--- src/hw/rtl/mmf_pkg.sv ---
package mmf_pkg;

  localparam int DATA_W     = 32;
  localparam int CFG_W      = 5;
  localparam int CFG_IDX_W  = 2;
  localparam int FILL_W     = 5;
  localparam int RADIX_BITS = 4;

  localparam logic [CFG_IDX_W-1:0] REG_WINDOW_LENGTH = 2'd0;
  localparam logic [CFG_IDX_W-1:0] REG_MEAN_COUNT    = 2'd1;

  localparam logic [CFG_W-1:0] WINDOW_LENGTH_RESET = 5'd16;
  localparam logic [CFG_W-1:0] MEAN_COUNT_RESET    = 5'd2;

  typedef logic signed [DATA_W-1:0] data_t;

  typedef struct packed {
    logic  remove;
    logic  insert;
    data_t key;
  } cell_op_t;

  typedef enum logic [7:0] {
    ST_IDLE   = 8'b0000_0001,
    ST_REMOVE = 8'b0000_0010,
    ST_INSERT = 8'b0000_0100,
    ST_MASK   = 8'b0000_1000,
    ST_TREE   = 8'b0001_0000,
    ST_DIVGO  = 8'b0010_0000,
    ST_DIV    = 8'b0100_0000,
    ST_DONE   = 8'b1000_0000
  } state_t;

endpackage

--- src/hw/rtl/moving_median_filter_core.sv ---
// Each input transfer runs REMOVE (only when the window is full), INSERT, MASK, TREE,
// DIVGO, DIV and DONE before out_valid; LEVELS = clog2(WINDOW), STEPS = ceil((32 + LEVELS) / 4).
// in_stall is high outside IDLE, so a new sample is not taken until the last one is done.
// The pairwise adder tree folds one level a cycle, and the divider makes 4 bits a cycle in STEPS steps.
// Reset (rst_n low, synchronous) empties the window and restores both registers; cell and
// ring contents stay undefined and need no clearing pass.
module moving_median_filter_core #(
  parameter int WINDOW = 16
) (
  input  logic                             clk,
  input  logic                             rst_n,
  input  logic                             in_valid,
  output logic                             in_stall,
  input  mmf_pkg::data_t                   in_sample,
  output logic                             out_valid,
  input  logic                             out_stall,
  output mmf_pkg::data_t                   out_median,
  output mmf_pkg::data_t                   out_central_mean,
  output logic [mmf_pkg::FILL_W-1:0]       out_fill_count,
  input  logic                             cfg_we,
  input  logic [mmf_pkg::CFG_IDX_W-1:0]    cfg_index,
  input  logic [mmf_pkg::CFG_W-1:0]        cfg_wdata
);
  import mmf_pkg::*;

  localparam int LW     = $clog2(WINDOW + 1);
  localparam int PW     = $clog2(WINDOW);
  localparam int LEVELS = $clog2(WINDOW);
  localparam int NP     = 1 << LEVELS;
  localparam int SW     = DATA_W + LEVELS;
  localparam int TW     = $clog2(LEVELS + 1);

  state_t            state_r, state_nxt;
  logic [LW-1:0]     fill_r, fill_nxt;
  logic [PW-1:0]     wp_r, wp_nxt;
  logic [CFG_W-1:0]  wl_r;
  logic [CFG_W-1:0]  mc_r;
  logic [TW-1:0]     lvl_r;
  logic              out_valid_r;
  logic              load_out;
  logic              in_accept;

  logic [LW-1:0]     len_w;
  logic [LW-1:0]     m_w;
  logic [LW-1:0]     start_w;
  logic [LW-1:0]     end_w;
  logic [LW-1:0]     mid_w;

  data_t             ring_mem [WINDOW];
  data_t             ring_rd_r;
  data_t             sample_r;

  cell_op_t          op;
  data_t             cell_val [WINDOW];
  logic              cell_ge  [WINDOW];
  logic              mean_hit [WINDOW];
  logic              med_hit  [WINDOW];

  logic signed [SW-1:0] leaf  [NP];
  logic signed [SW-1:0] acc_r [NP];

  data_t             med_w;
  data_t             median_r;
  data_t             mean_r;
  data_t             out_median_r;
  data_t             out_mean_r;
  logic [FILL_W-1:0] out_fill_r;

  logic              div_start;
  logic              div_done;
  data_t             div_quo;

  assign in_stall  = (state_r != ST_IDLE);
  assign in_accept = in_valid && !in_stall;

  always_comb begin
    if (wl_r == '0) begin
      len_w = LW'(1);
    end else if (32'(wl_r) > WINDOW) begin
      len_w = LW'(WINDOW);
    end else begin
      len_w = LW'(wl_r);
    end
  end

  always_comb begin
    if (mc_r == '0) begin
      m_w = LW'(1);
    end else if (32'(mc_r) > 32'(fill_r)) begin
      m_w = fill_r;
    end else begin
      m_w = LW'(mc_r);
    end
  end

  assign start_w = (fill_r - m_w) >> 1;
  assign end_w   = start_w + m_w;
  assign mid_w   = (fill_r - 1'b1) >> 1;

  // arrival ring: read the oldest slot and overwrite it in the same transfer
  always_ff @(posedge clk) begin
    if (in_accept) begin
      ring_mem[wp_r] <= in_sample;
      ring_rd_r      <= ring_mem[wp_r];
      sample_r       <= in_sample;
    end
  end

  assign op.remove = (state_r == ST_REMOVE);
  assign op.insert = (state_r == ST_INSERT);
  assign op.key    = (state_r == ST_REMOVE) ? ring_rd_r : sample_r;

  for (genvar j = 0; j < WINDOW; j++) begin : g_cell
    logic  occ;
    logic  tail;
    logic  lge;
    data_t lval;
    data_t rval;

    assign occ = (LW'(j) < fill_r);
    assign tail = (LW'(j) == fill_r);

    if (j == 0) begin : g_first
      assign lval = '0;
      assign lge  = 1'b0;
    end else begin : g_link
      assign lval = cell_val[j-1];
      assign lge  = cell_ge[j-1];
    end

    if (j == WINDOW - 1) begin : g_last
      assign rval = cell_val[j];
    end else begin : g_next
      assign rval = cell_val[j+1];
    end

    mmf_cell u_cell (
      .clk       (clk),
      .op        (op),
      .occ       (occ),
      .tail      (tail),
      .left_val  (lval),
      .left_ge   (lge),
      .right_val (rval),
      .val       (cell_val[j]),
      .ge        (cell_ge[j])
    );

    assign mean_hit[j] = (LW'(j) >= start_w) && (LW'(j) < end_w);
    assign med_hit[j]  = (LW'(j) == mid_w);
  end

  for (genvar j = 0; j < NP; j++) begin : g_leaf
    if (j < WINDOW) begin : g_used
      assign leaf[j] = mean_hit[j] ? SW'(cell_val[j]) : '0;
    end else begin : g_pad
      assign leaf[j] = '0;
    end
  end

  always_comb begin
    med_w = '0;
    for (int j = 0; j < WINDOW; j++) begin
      if (med_hit[j]) med_w = med_w | cell_val[j];
    end
  end

  always_ff @(posedge clk) begin
    if (state_r == ST_MASK) begin
      for (int j = 0; j < NP; j++) acc_r[j] <= leaf[j];
      median_r <= med_w;
    end else if (state_r == ST_TREE) begin
      // fold one tree level per cycle into the low half
      for (int j = 0; j < NP / 2; j++) acc_r[j] <= acc_r[2*j] + acc_r[2*j+1];
    end
    if ((state_r == ST_DIV) && div_done) mean_r <= div_quo;
  end

  assign div_start = (state_r == ST_DIVGO);

  mmf_div #(
    .SUM_W (SW),
    .DIV_W (LW)
  ) u_div (
    .clk      (clk),
    .rst_n    (rst_n),
    .start    (div_start),
    .dividend (acc_r[0]),
    .divisor  (m_w),
    .done     (div_done),
    .quotient (div_quo)
  );

  always_comb begin
    state_nxt = state_r;
    fill_nxt  = fill_r;
    wp_nxt    = wp_r;
    load_out  = 1'b0;
    case (state_r)
      ST_IDLE: begin
        if (in_accept) begin
          if ((LW'(wp_r) + LW'(1)) == len_w) begin
            wp_nxt = '0;
          end else begin
            wp_nxt = wp_r + 1'b1;
          end
          state_nxt = (fill_r == len_w) ? ST_REMOVE : ST_INSERT;
        end
      end
      ST_REMOVE: begin
        fill_nxt  = fill_r - 1'b1;
        state_nxt = ST_INSERT;
      end
      ST_INSERT: begin
        fill_nxt  = fill_r + 1'b1;
        state_nxt = ST_MASK;
      end
      ST_MASK: state_nxt = ST_TREE;
      ST_TREE: begin
        if (lvl_r == '0) state_nxt = ST_DIVGO;
      end
      ST_DIVGO: state_nxt = ST_DIV;
      ST_DIV: begin
        if (div_done) state_nxt = ST_DONE;
      end
      ST_DONE: begin
        // hold until the output register is free or being drained
        if (!out_valid_r || !out_stall) begin
          load_out  = 1'b1;
          state_nxt = ST_IDLE;
        end
      end
      default: state_nxt = ST_IDLE;
    endcase
    // a new window length drops the whole window
    if (cfg_we && (cfg_index == REG_WINDOW_LENGTH)) begin
      fill_nxt = '0;
      wp_nxt   = '0;
    end
  end

  always_ff @(posedge clk) begin
    if (!rst_n) begin
      state_r     <= ST_IDLE;
      fill_r      <= '0;
      wp_r        <= '0;
      wl_r        <= WINDOW_LENGTH_RESET;
      mc_r        <= MEAN_COUNT_RESET;
      lvl_r       <= '0;
      out_valid_r <= 1'b0;
    end else begin
      state_r <= state_nxt;
      fill_r  <= fill_nxt;
      wp_r    <= wp_nxt;
      if (cfg_we && (cfg_index == REG_WINDOW_LENGTH)) wl_r <= cfg_wdata;
      if (cfg_we && (cfg_index == REG_MEAN_COUNT))    mc_r <= cfg_wdata;
      if (state_r == ST_MASK) begin
        lvl_r <= TW'(LEVELS - 1);
      end else if ((state_r == ST_TREE) && (lvl_r != '0)) begin
        lvl_r <= lvl_r - 1'b1;
      end
      if (load_out) begin
        out_valid_r <= 1'b1;
      end else if (!out_stall) begin
        out_valid_r <= 1'b0;
      end
    end
  end

  always_ff @(posedge clk) begin
    if (load_out) begin
      out_median_r <= median_r;
      out_mean_r   <= mean_r;
      out_fill_r   <= FILL_W'(fill_r);
    end
  end

  assign out_valid        = out_valid_r;
  assign out_median       = out_median_r;
  assign out_central_mean = out_mean_r;
  assign out_fill_count   = out_fill_r;

  a_fill_in_window: assert property (@(posedge clk) disable iff (!rst_n)
    fill_r <= len_w)
    else $error("fill exceeds effective window length");

  a_div_done_in_div: assert property (@(posedge clk) disable iff (!rst_n)
    div_done |-> (state_r == ST_DIV))
    else $error("divider finished outside the divide state");

  a_full_evicts: assert property (@(posedge clk) disable iff (!rst_n)
    (in_accept && (fill_r == len_w)) |=> (state_r == ST_REMOVE))
    else $error("full window transfer did not evict the oldest sample");

  a_insert_fills: assert property (@(posedge clk) disable iff (!rst_n)
    (state_r == ST_INSERT) |=> (fill_r != '0))
    else $error("window empty after insert");

endmodule

--- src/hw/rtl/mmf_cell.sv ---
module mmf_cell (
  input  logic             clk,
  input  mmf_pkg::cell_op_t op,
  input  logic             occ,
  input  logic             tail,
  input  mmf_pkg::data_t   left_val,
  input  logic             left_ge,
  input  mmf_pkg::data_t   right_val,
  output mmf_pkg::data_t   val,
  output logic             ge
);
  import mmf_pkg::*;

  data_t val_r;
  data_t val_nxt;

  // the list is ascending, so every occupied cell at or above the key position sees ge
  assign ge  = occ && ($signed(val_r) >= $signed(op.key));
  assign val = val_r;

  always_comb begin
    val_nxt = val_r;
    if (op.remove) begin
      // close the gap: cells from the first match upward pull from the right
      if (ge) val_nxt = right_val;
    end else if (op.insert) begin
      if (left_ge) begin
        val_nxt = left_val;
      end else if (ge || tail) begin
        val_nxt = op.key;
      end
    end
  end

  always_ff @(posedge clk) begin
    val_r <= val_nxt;
  end

endmodule

--- src/hw/rtl/mmf_div.sv ---
module mmf_div #(
  parameter int SUM_W = 36,
  parameter int DIV_W = 5
) (
  input  logic                    clk,
  input  logic                    rst_n,
  input  logic                    start,
  input  logic signed [SUM_W-1:0] dividend,
  input  logic [DIV_W-1:0]        divisor,
  output logic                    done,
  output mmf_pkg::data_t          quotient
);
  import mmf_pkg::*;

  localparam int QW    = ((SUM_W + RADIX_BITS - 1) / RADIX_BITS) * RADIX_BITS;
  localparam int STEPS = QW / RADIX_BITS;
  localparam int CNT_W = $clog2(STEPS + 1);

  logic              busy_r;
  logic              done_r;
  logic              neg_r;
  logic [CNT_W-1:0]  cnt_r;
  logic [QW-1:0]     sh_r;
  logic [QW-1:0]     sh_nxt;
  logic [DIV_W-1:0]  rem_r;
  logic [DIV_W-1:0]  rem_nxt;
  logic [DIV_W-1:0]  dvs_r;
  logic [SUM_W-1:0]  mag;
  logic [DATA_W-1:0] qlo;
  logic              last_step;
  data_t             quo_r;

  assign mag       = dividend[SUM_W-1] ? -dividend : dividend;
  assign qlo       = sh_nxt[DATA_W-1:0];
  assign last_step = busy_r && (cnt_r == CNT_W'(STEPS - 1));

  // restoring division, RADIX_BITS quotient bits per cycle
  always_comb begin
    logic [DIV_W:0]   t;
    logic [QW-1:0]    s;
    logic [DIV_W-1:0] r;
    s = sh_r;
    r = rem_r;
    t = '0;
    for (int k = 0; k < RADIX_BITS; k++) begin
      t = {r, s[QW-1]};
      s = {s[QW-2:0], 1'b0};
      if (t >= {1'b0, dvs_r}) begin
        t    = t - {1'b0, dvs_r};
        s[0] = 1'b1;
      end
      r = t[DIV_W-1:0];
    end
    sh_nxt  = s;
    rem_nxt = r;
  end

  always_ff @(posedge clk) begin
    if (!rst_n) begin
      busy_r <= 1'b0;
      done_r <= 1'b0;
      cnt_r  <= '0;
    end else begin
      done_r <= 1'b0;
      if (start) begin
        busy_r <= 1'b1;
        cnt_r  <= '0;
      end else if (busy_r) begin
        cnt_r <= cnt_r + 1'b1;
        if (last_step) begin
          busy_r <= 1'b0;
          done_r <= 1'b1;
        end
      end
    end
  end

  always_ff @(posedge clk) begin
    if (start) begin
      neg_r <= dividend[SUM_W-1];
      sh_r  <= QW'(mag);
      rem_r <= '0;
      dvs_r <= divisor;
    end else if (busy_r) begin
      sh_r  <= sh_nxt;
      rem_r <= rem_nxt;
    end
    // truncate toward zero: divide the magnitude, then restore the sign
    if (last_step) quo_r <= neg_r ? -qlo : qlo;
  end

  assign done     = done_r;
  assign quotient = quo_r;

endmodule
--- config.mk ---
export PLATFORM = sky130hd
export DESIGN_NAME = moving_median_filter_core
export DESIGN_NICKNAME = d
export VERILOG_FILES = /design/src/hw/rtl/mmf_pkg.sv /design/src/hw/rtl/moving_median_filter_core.sv /design/src/hw/rtl/mmf_cell.sv /design/src/hw/rtl/mmf_div.sv
export SDC_FILE = /design/constraint.sdc
export NUM_CORES = 2
export LEC_CHECK = 0
export BUFFER_PORTS_ARGS = -buffer_cell sky130_fd_sc_hd__buf_2
export CAP_MARGIN = 15
export CELL_PAD_IN_SITES_DETAIL_PLACEMENT = 1
export CELL_PAD_IN_SITES_GLOBAL_PLACEMENT = 1
export CORE_MARGIN = 4
export CORE_UTILIZATION = 40
export CTS_BUF_LIST = sky130_fd_sc_hd__clkbuf_16
export DETAILED_ROUTE_END_ITERATION = 7
export PLACE_DENSITY = 0.76
export SKIP_CTS_REPAIR_TIMING = 1
export SLEW_MARGIN = 0
export SYNTH_ARGS = -nofsm -noshare
export SYNTH_HDL_FRONTEND = slang
export SYNTH_SLANG_ARGS = --single-unit
--- constraint.sdc ---
create_clock -name clk -period 10.65 [get_ports clk]
set_input_delay 2.13 -clock clk [delete_from_list [all_inputs] [get_ports clk]]
set_output_delay 2.13 -clock clk [all_outputs]
set_load 0.005 [all_outputs]
# Yosys cells after proc, flatten, opt, wreduce, memory -nomap -nowiden
# Memories as Yosys holds them, arrays and structs flattened. A register that Yosys moved wholly into a read port is not among the register bits.
# Index checks and enable logic that the tools add are counted.
[totals]
regBits = 793
ramBits = 1088
inputBits = 44
output_inout_bits = 71
wordCells = 485
n_memories = 2
[op_classes]
n_addsub = 22
order_cmp = 70
n_eq_ne = 63
muxes = 158
bitwise_logic = 26
n_reduce_logical = 106
[mem_list]
columns = ["name", "words", "word_bits", "read_ports", "rd_ports_with_merged_regs", "write_ports", "line", "rtl"]
rows = [
  ["acc_r", 16, 36, 16, 0, 16, "moving_median_filter_core.sv:60", "logic signed [SW-1:0] acc_r [NP];"],
  ["ring_mem", 16, 32, 1, 1, 1, "moving_median_filter_core.sv:49", "data_t ring_mem [WINDOW];"],
]
[op_table]
columns = ["operator", "count"]
rows = [
  ["two-way mux 32 bit", 94],
  ["two-way mux 36 bit", 27],
  ["greater-or-equal comparator 32 bit", 16],
  ["bitwise OR 32 bit", 15],
  ["adder 36 bit", 8],
  ["< comparator 4 x 5 -> 1 bit (first input constant)", 16],
  ["case mux 8 bit (8 select lines)", 1],
  ["AND reduction 3 bit", 16],
  ["nonzero test 3 bit", 15],
  ["equality test 4 x 5 -> 1 bit (first input constant)", 8],
  ["< comparator 3 x 5 -> 1 bit (first input constant)", 8],
  ["two-way mux 5 bit", 8],
  ["logical AND 1 bit", 38],
  ["negation 36 bit", 1],
  ["!= test 2 x 1 -> 1 bit (second input constant)", 17],
  ["equality test 4 bit (first input constant)", 8],
  ["greater-or-equal comparator 4 bit (first input constant)", 8],
  ["two-way mux 8 bit", 4],
  ["negation 32 bit", 1],
  ["subtractor 5 bit", 5],
  ["greater-or-equal comparator 6 x 5 -> 1 bit", 4],
  ["equality test 3 x 5 -> 1 bit (first input constant)", 4],
  ["logical NOT 5 bit", 4],
  ["< comparator 1 x 5 -> 1 bit (first input constant)", 4],
  ["46 further kinds", 115],
]

# Depth between registers and ports, before layout
[depth]
word_depth = 33
ltp_mapped = 42
mapped_depth_nobuf = 40

# By module
# A second synthesis with hierarchy kept.
[unflattened]
hier_cells = 9829
hier_area_um2 = 111590.8
[by_module_without_submodules]
columns = ["mod", "instances", "cells_each", "area_per_inst_um2", "seq_area_each_um2"]
rows = [
  ["moving_median_filter_core", 1, 5201, 65927.0, 38246.7],
  ["mmf_cell", 16, 256, 2512.4, 960.9],
  ["mmf_div", 1, 532, 5465.2, 2442.3],
]

# Worst setup path after synthesis
# Ideal clock, no wire load.
[synth_timing]
path_type = "register -> register"
startpoint = "register state_r[2]"
endpoint = "memory acc_r[0][103] (netlist bit) (data pin)"
setup_ps = 152
arrival_time_ps = 8835
required_time_ps = 10498
setup_slack_ps = 1662
stages_incl_launch_ff = 10
n_path_buf = 1
synth_period_minus_slack_ps = 8988
path_cell_list = "dfxtp_1 > nor4_1 > nand4b_1 > inv_1 > nand2b_1 > nand2b_1 > a221oi_1 > clkbuf_1 > nand2_1 > o21ai_0"
[synth_rtl]
columns = ["item", "line", "rtl"]
rows = [
  ["start: declaration", "moving_median_filter_core.sv:33", "state_t state_r, state_nxt;"],
  ["start signal: assignment", "moving_median_filter_core.sv:252", "state_r <= state_nxt;"],
  ["end: declaration", "moving_median_filter_core.sv:60", ""],
]

# Worst setup path in the final report
[layout_timing]
startpoint = "register u_div.dvs_r[1]"
endpoint = "register u_div.quo_r[26], in the netlist u_div.quotient[26] (data pin)"
[layout_via]
elab_chain_len = 10
elab_cells_between_ends = 16
cone_classes = "add/sub (4); order compare (4); mux (8)"
[layout_lines]
columns = ["item", "line", "rtl"]
rows = [
  ["start: declaration", "mmf_div.sv:27", "logic [DIV_W-1:0] dvs_r;"],
  ["start signal: assignment", "mmf_div.sv:83", "dvs_r <= divisor;"],
  ["subtractor 5 bit or greater-or-equal comparator 6 x 5 -> 1 bit (tied branches)", "mmf_div.sv:49, mmf_div.sv:48", ""],
  ["two-way mux 5 bit", "mmf_div.sv:48", "if (t >= {1'b0, dvs_r}) begin"],
  ["subtractor 5 bit or greater-or-equal comparator 6 x 5 -> 1 bit (tied branches)", "mmf_div.sv:49, mmf_div.sv:48", ""],
  ["two-way mux 5 bit", "mmf_div.sv:48", ""],
  ["subtractor 5 bit or greater-or-equal comparator 6 x 5 -> 1 bit (tied branches)", "mmf_div.sv:49, mmf_div.sv:48", ""],
  ["two-way mux 5 bit", "mmf_div.sv:48", ""],
  ["greater-or-equal comparator 6 x 5 -> 1 bit (*)", "mmf_div.sv:48", ""],
  ["two-way mux 1 bit (*)", "mmf_div.sv:48", ""],
  ["via u_div.qlo[0]", "mmf_div.sv:29", "logic [DATA_W-1:0] qlo;"],
  ["negation 32 bit (*)", "mmf_div.sv:89", "if (last_step) quo_r <= neg_r ? -qlo : qlo;"],
  ["two-way mux 32 bit (*)", "mmf_div.sv:89", ""],
  ["end signal: assignment", "mmf_div.sv:89", ""],
  ["end: declaration", "mmf_div.sv:31", "data_t quo_r;"],
]
# The timed path passes the listed nets; every way through them passes the cells marked *.
# A chain may end at the register's enable or synchronous reset.

==> out/qor.txt <==
Synthesis-to-layout area growth: 12.1%
Seq. cell area: 0.0561 mm2
Critical Path Fanout Max: 6
CP required: 11.26 ns
Setup_tns: 0 ns
Root buffer cell: clkbuf_16
Tmin final: 9.43 ns
Vias: 80697
Sw Pwr: 0.00554 W
Power per cell area: 166 mW/mm2
CTS tree: done
Drt pass-1 iters: 5
EDFF count, synth: 1839
Mapped Cells: 8998
Max-cap violations: 0
Flop pwr share: 43.6%
Most Frequent Cell on Critical Path: a21o_1
Die Ht: 522 um
Row Count: 188
Worst path top cell family by delay: compound AO/OA/AOI/OAI gates
Worst clock skew: 0.0672 ns
Clk pwr share: 38.8%
Final core occ: 45.1%
Crit path largest cell delay: 0.52 ns
Die W: 522 um
Synthesized area per cell: 11.8 um2
Initial antenna violation count: 30
RSZ-0062 raised after global routing: false
Routability cong.: 0.985
Vias per cell: 6.32
Number of fillers in the final layout: 27561
P_leak: 43.0 nW
Number of DRC markers in iteration 0: 9116
Final slew viol count: 0
Min-Delay Path Class: flip-flop to flip-flop
H-tree depth: 4
Vias in the first global route: 82512
Antenna viol nets, final: 0
Setup-failing EPs final: 0
Ports: 115
Worst Tran Pin Value: 1.23 ns
Clock slew at reported path FFs: 0.07 ns
Area of placed instances: 0.111 mm2
Initial cell density of the core: 40.3%
CP arrival: 10.05 ns
Largest net degree at the start of global routing: 143
Mapped Area: 0.106 mm2
Multi-input gate area: 0.0482 mm2
Yosys warns: 0
First-pass GRT wire length: 578 mm
Routed WL per cell: 31.6 um
P_int: 0.0142 W
Total track usage: 28.9%
Sequential area share after synthesis: 53.0%
Maximum clock path buffer count: 4
Critical path capture point type: flip-flop
Fin. Hold Viols: 0
Worst slew margin: 17.7%
Crit path launch type: flip-flop
Peak supply drop: 0.215 mV
HPWL Detailed: 306 mm
Critical path depth in cells: 38
Crit path buf inv count: 4
Hold-critical path depth: 0
FF-to-FF path depth: 38
Total CTS buffers: 217
Worst-Skew Late Latency: 0.92 ns
Core area: 0.263 mm2
Final Cell Area: 0.119 mm2
Status: completed
Nets: 9967
Fmax: 106 MHz
Yosys reg bits: 1881
Top_reg_cell synth: edfxtp_1
Slowest-stage cell, CP: fa_1
Dominant cells by area after synthesis: edfxtp_1, ha_1, o21ai_0, nand2_1, mux4_2
Final period utilization: 88.6%
Comb pwr share: 17.6%
Async S/R FF share, synth: 0%
Residual DRC count: 0
Total grt overflow: 0
Switching share of power: 28.1%
Syn_nets: 9883
Final WL: 404 mm
Share of layout cells above drive strength 1: 10.7%
CTS sink cnt: 1881
Crit Path Class: flip-flop to flip-flop
Die area: 0.273 mm2
Total chip power: 0.0197 W
Netlist cell types: 85
Synth area leader: edfxtp_1
Synth top area share: 52.2%
IO buf count: 114
[metal layers]
metal  share of wire, %  track usage [%]
met2                 45             45.8
met5              0.031                0
met4                4.7             11.8
met3                8.8             5.11
met1                 41             39.2
[kinds of logic (layout without fill, tap and decap cells)]
| kind of cell | after synthesis | count (layout) | synth area share [%] |
|---|---|---|---|
| other | 0 | 9 | 0 |
| AND/OR/NAND/NOR | 2472 | 2472 | 11.1 |
| XOR/XNOR | 326 | 326 | 2.70 |
| flip-flops | 1881 | 1881 | 53.0 |
| buffers and inverters | 613 | 867 | 2.18 |
| adder cells (fa/ha/maj) | 841 | 841 | 10.0 |
| AO/OA/AOI/OAI | 2413 | 2413 | 14.8 |
| multiplexers | 452 | 452 | 6.17 |
[worst paths after layout]
check,start,endpoint,slack (ns)
worst min register to register,u_div.quotient[24],mean_r[24],0.41
worst max register to register,u_div.dvs_r[1],u_div.quotient[26],1.22
worst max-delay path,u_div.dvs_r[1],u_div.quotient[26],1.22
worst min-delay path,u_div.quotient[24],mean_r[24],0.41
[cells in the mapped netlist, drive strengths merged, types with 33 or more instances]
| library cell | instances |
|---|---|
| buf | 41 |
| o221a | 33 |
| a21boi | 44 |
| mux2i | 285 |
| nand2b | 96 |
| a21oi | 483 |
| nand3 | 288 |
| and2 | 265 |
| xnor2 | 154 |
| a22oi | 101 |
| edfxtp | 1839 |
| clkbuf | 405 |
| a211oi | 35 |
| nor2 | 361 |
| nor3 | 49 |
| o221ai | 39 |
| dfxtp | 42 |
| xor2 | 172 |
| o211ai | 136 |
| a22o | 100 |
| o31ai | 42 |
| mux4 | 160 |
| o21ai | 747 |
| ha | 827 |
| inv | 164 |
| nand2 | 994 |
| o21a | 48 |
| nand4 | 157 |
| a31oi | 40 |
| and3 | 41 |
| a21o | 284 |
| nor2b | 91 |
| a221oi | 115 |
[area by class of cell]
class,count,share of cell area [%]
diodes,9,0.0190
clock buffers,219,4.62
clock inverters,170,1.40
inverters,167,0.536
multi-input cells,6504,40.7
flip-flops and latches,1881,47.3
well taps,3515,3.71
repair buffers,311,1.77
[flip-flops by register name, indices dropped and copies added, names as in the netlist, 36 cells and up]
| register | count |
|---|---|
| ring_mem | 512 |
| acc_r | 544 |
| u_div.sh_r | 36 |
| g_cell.u_cell.val | 512 |
[placed cells by master, fill, tap and decap left out, types with 41 or more instances in the layout]
cell,synthesis,final
nand2b_1,96,95
o211ai_1,136,136
inv_1,163,193
a22o_1,100,100
nor2_1,361,324
mux2i_1,285,284
xnor2_1,154,152
ha_1,827,827
a21oi_1,483,473
and3_1,41,41
o21a_1,48,47
nand3_1,288,288
a221oi_1,114,110
and2_1,264,263
buf_4,1,193
nor3_1,49,42
a21o_1,284,284
clkbuf_16,0,219
mux4_2,160,160
buf_2,0,114
o31ai_1,41,41
nand2_1,994,993
o21ai_0,746,744
edfxtp_1,1839,1839
nand4_1,157,157
clkinv_2,0,44
a22oi_1,101,100
xor2_1,172,172
nor2b_1,91,91
[power by group through the flow]
stage | combinational (W) | clock (W) | sequential, W
after floorplan | 0.00212 | 0 | 0.00857
after global placement | 0.00336 | 0 | 0.00872
after detailed placement | 0.00345 | 0 | 0.00873
after CTS | 0.00347 | 0.00775 | 0.00857
after global routing | 0.00379 | 0.00805 | 0.00858
final | 0.00347 | 0.00763 | 0.00859
[through the flow]
stage | setup slack (ns) | cells | hold slack [ns]
finish | 1.22 | 12776 | 0.408
global route | 0.381 | 12769 | 0.412
CTS | 0.963 | 12767 | 0.409
detailed placement | 1.06 | 12378 | 0.406
global placement | 0.952 | 12378 | 0.401
floorplan | 1.66 | 8998 | 0.400
[worst reg2reg max path: cells and delay by family (launching register included)]
kind / cells / cell delay [ns]
compound gates: 15 / 3.08
xor+xnor: 1 / 0.10
flops: 1 / 0.45
simple gates: 11 / 2.39
buf+inv: 4 / 0.59
fa+ha+maj: 5 / 1.81
mux: 2 / 0.73
(Power assumes the default switching activity.)
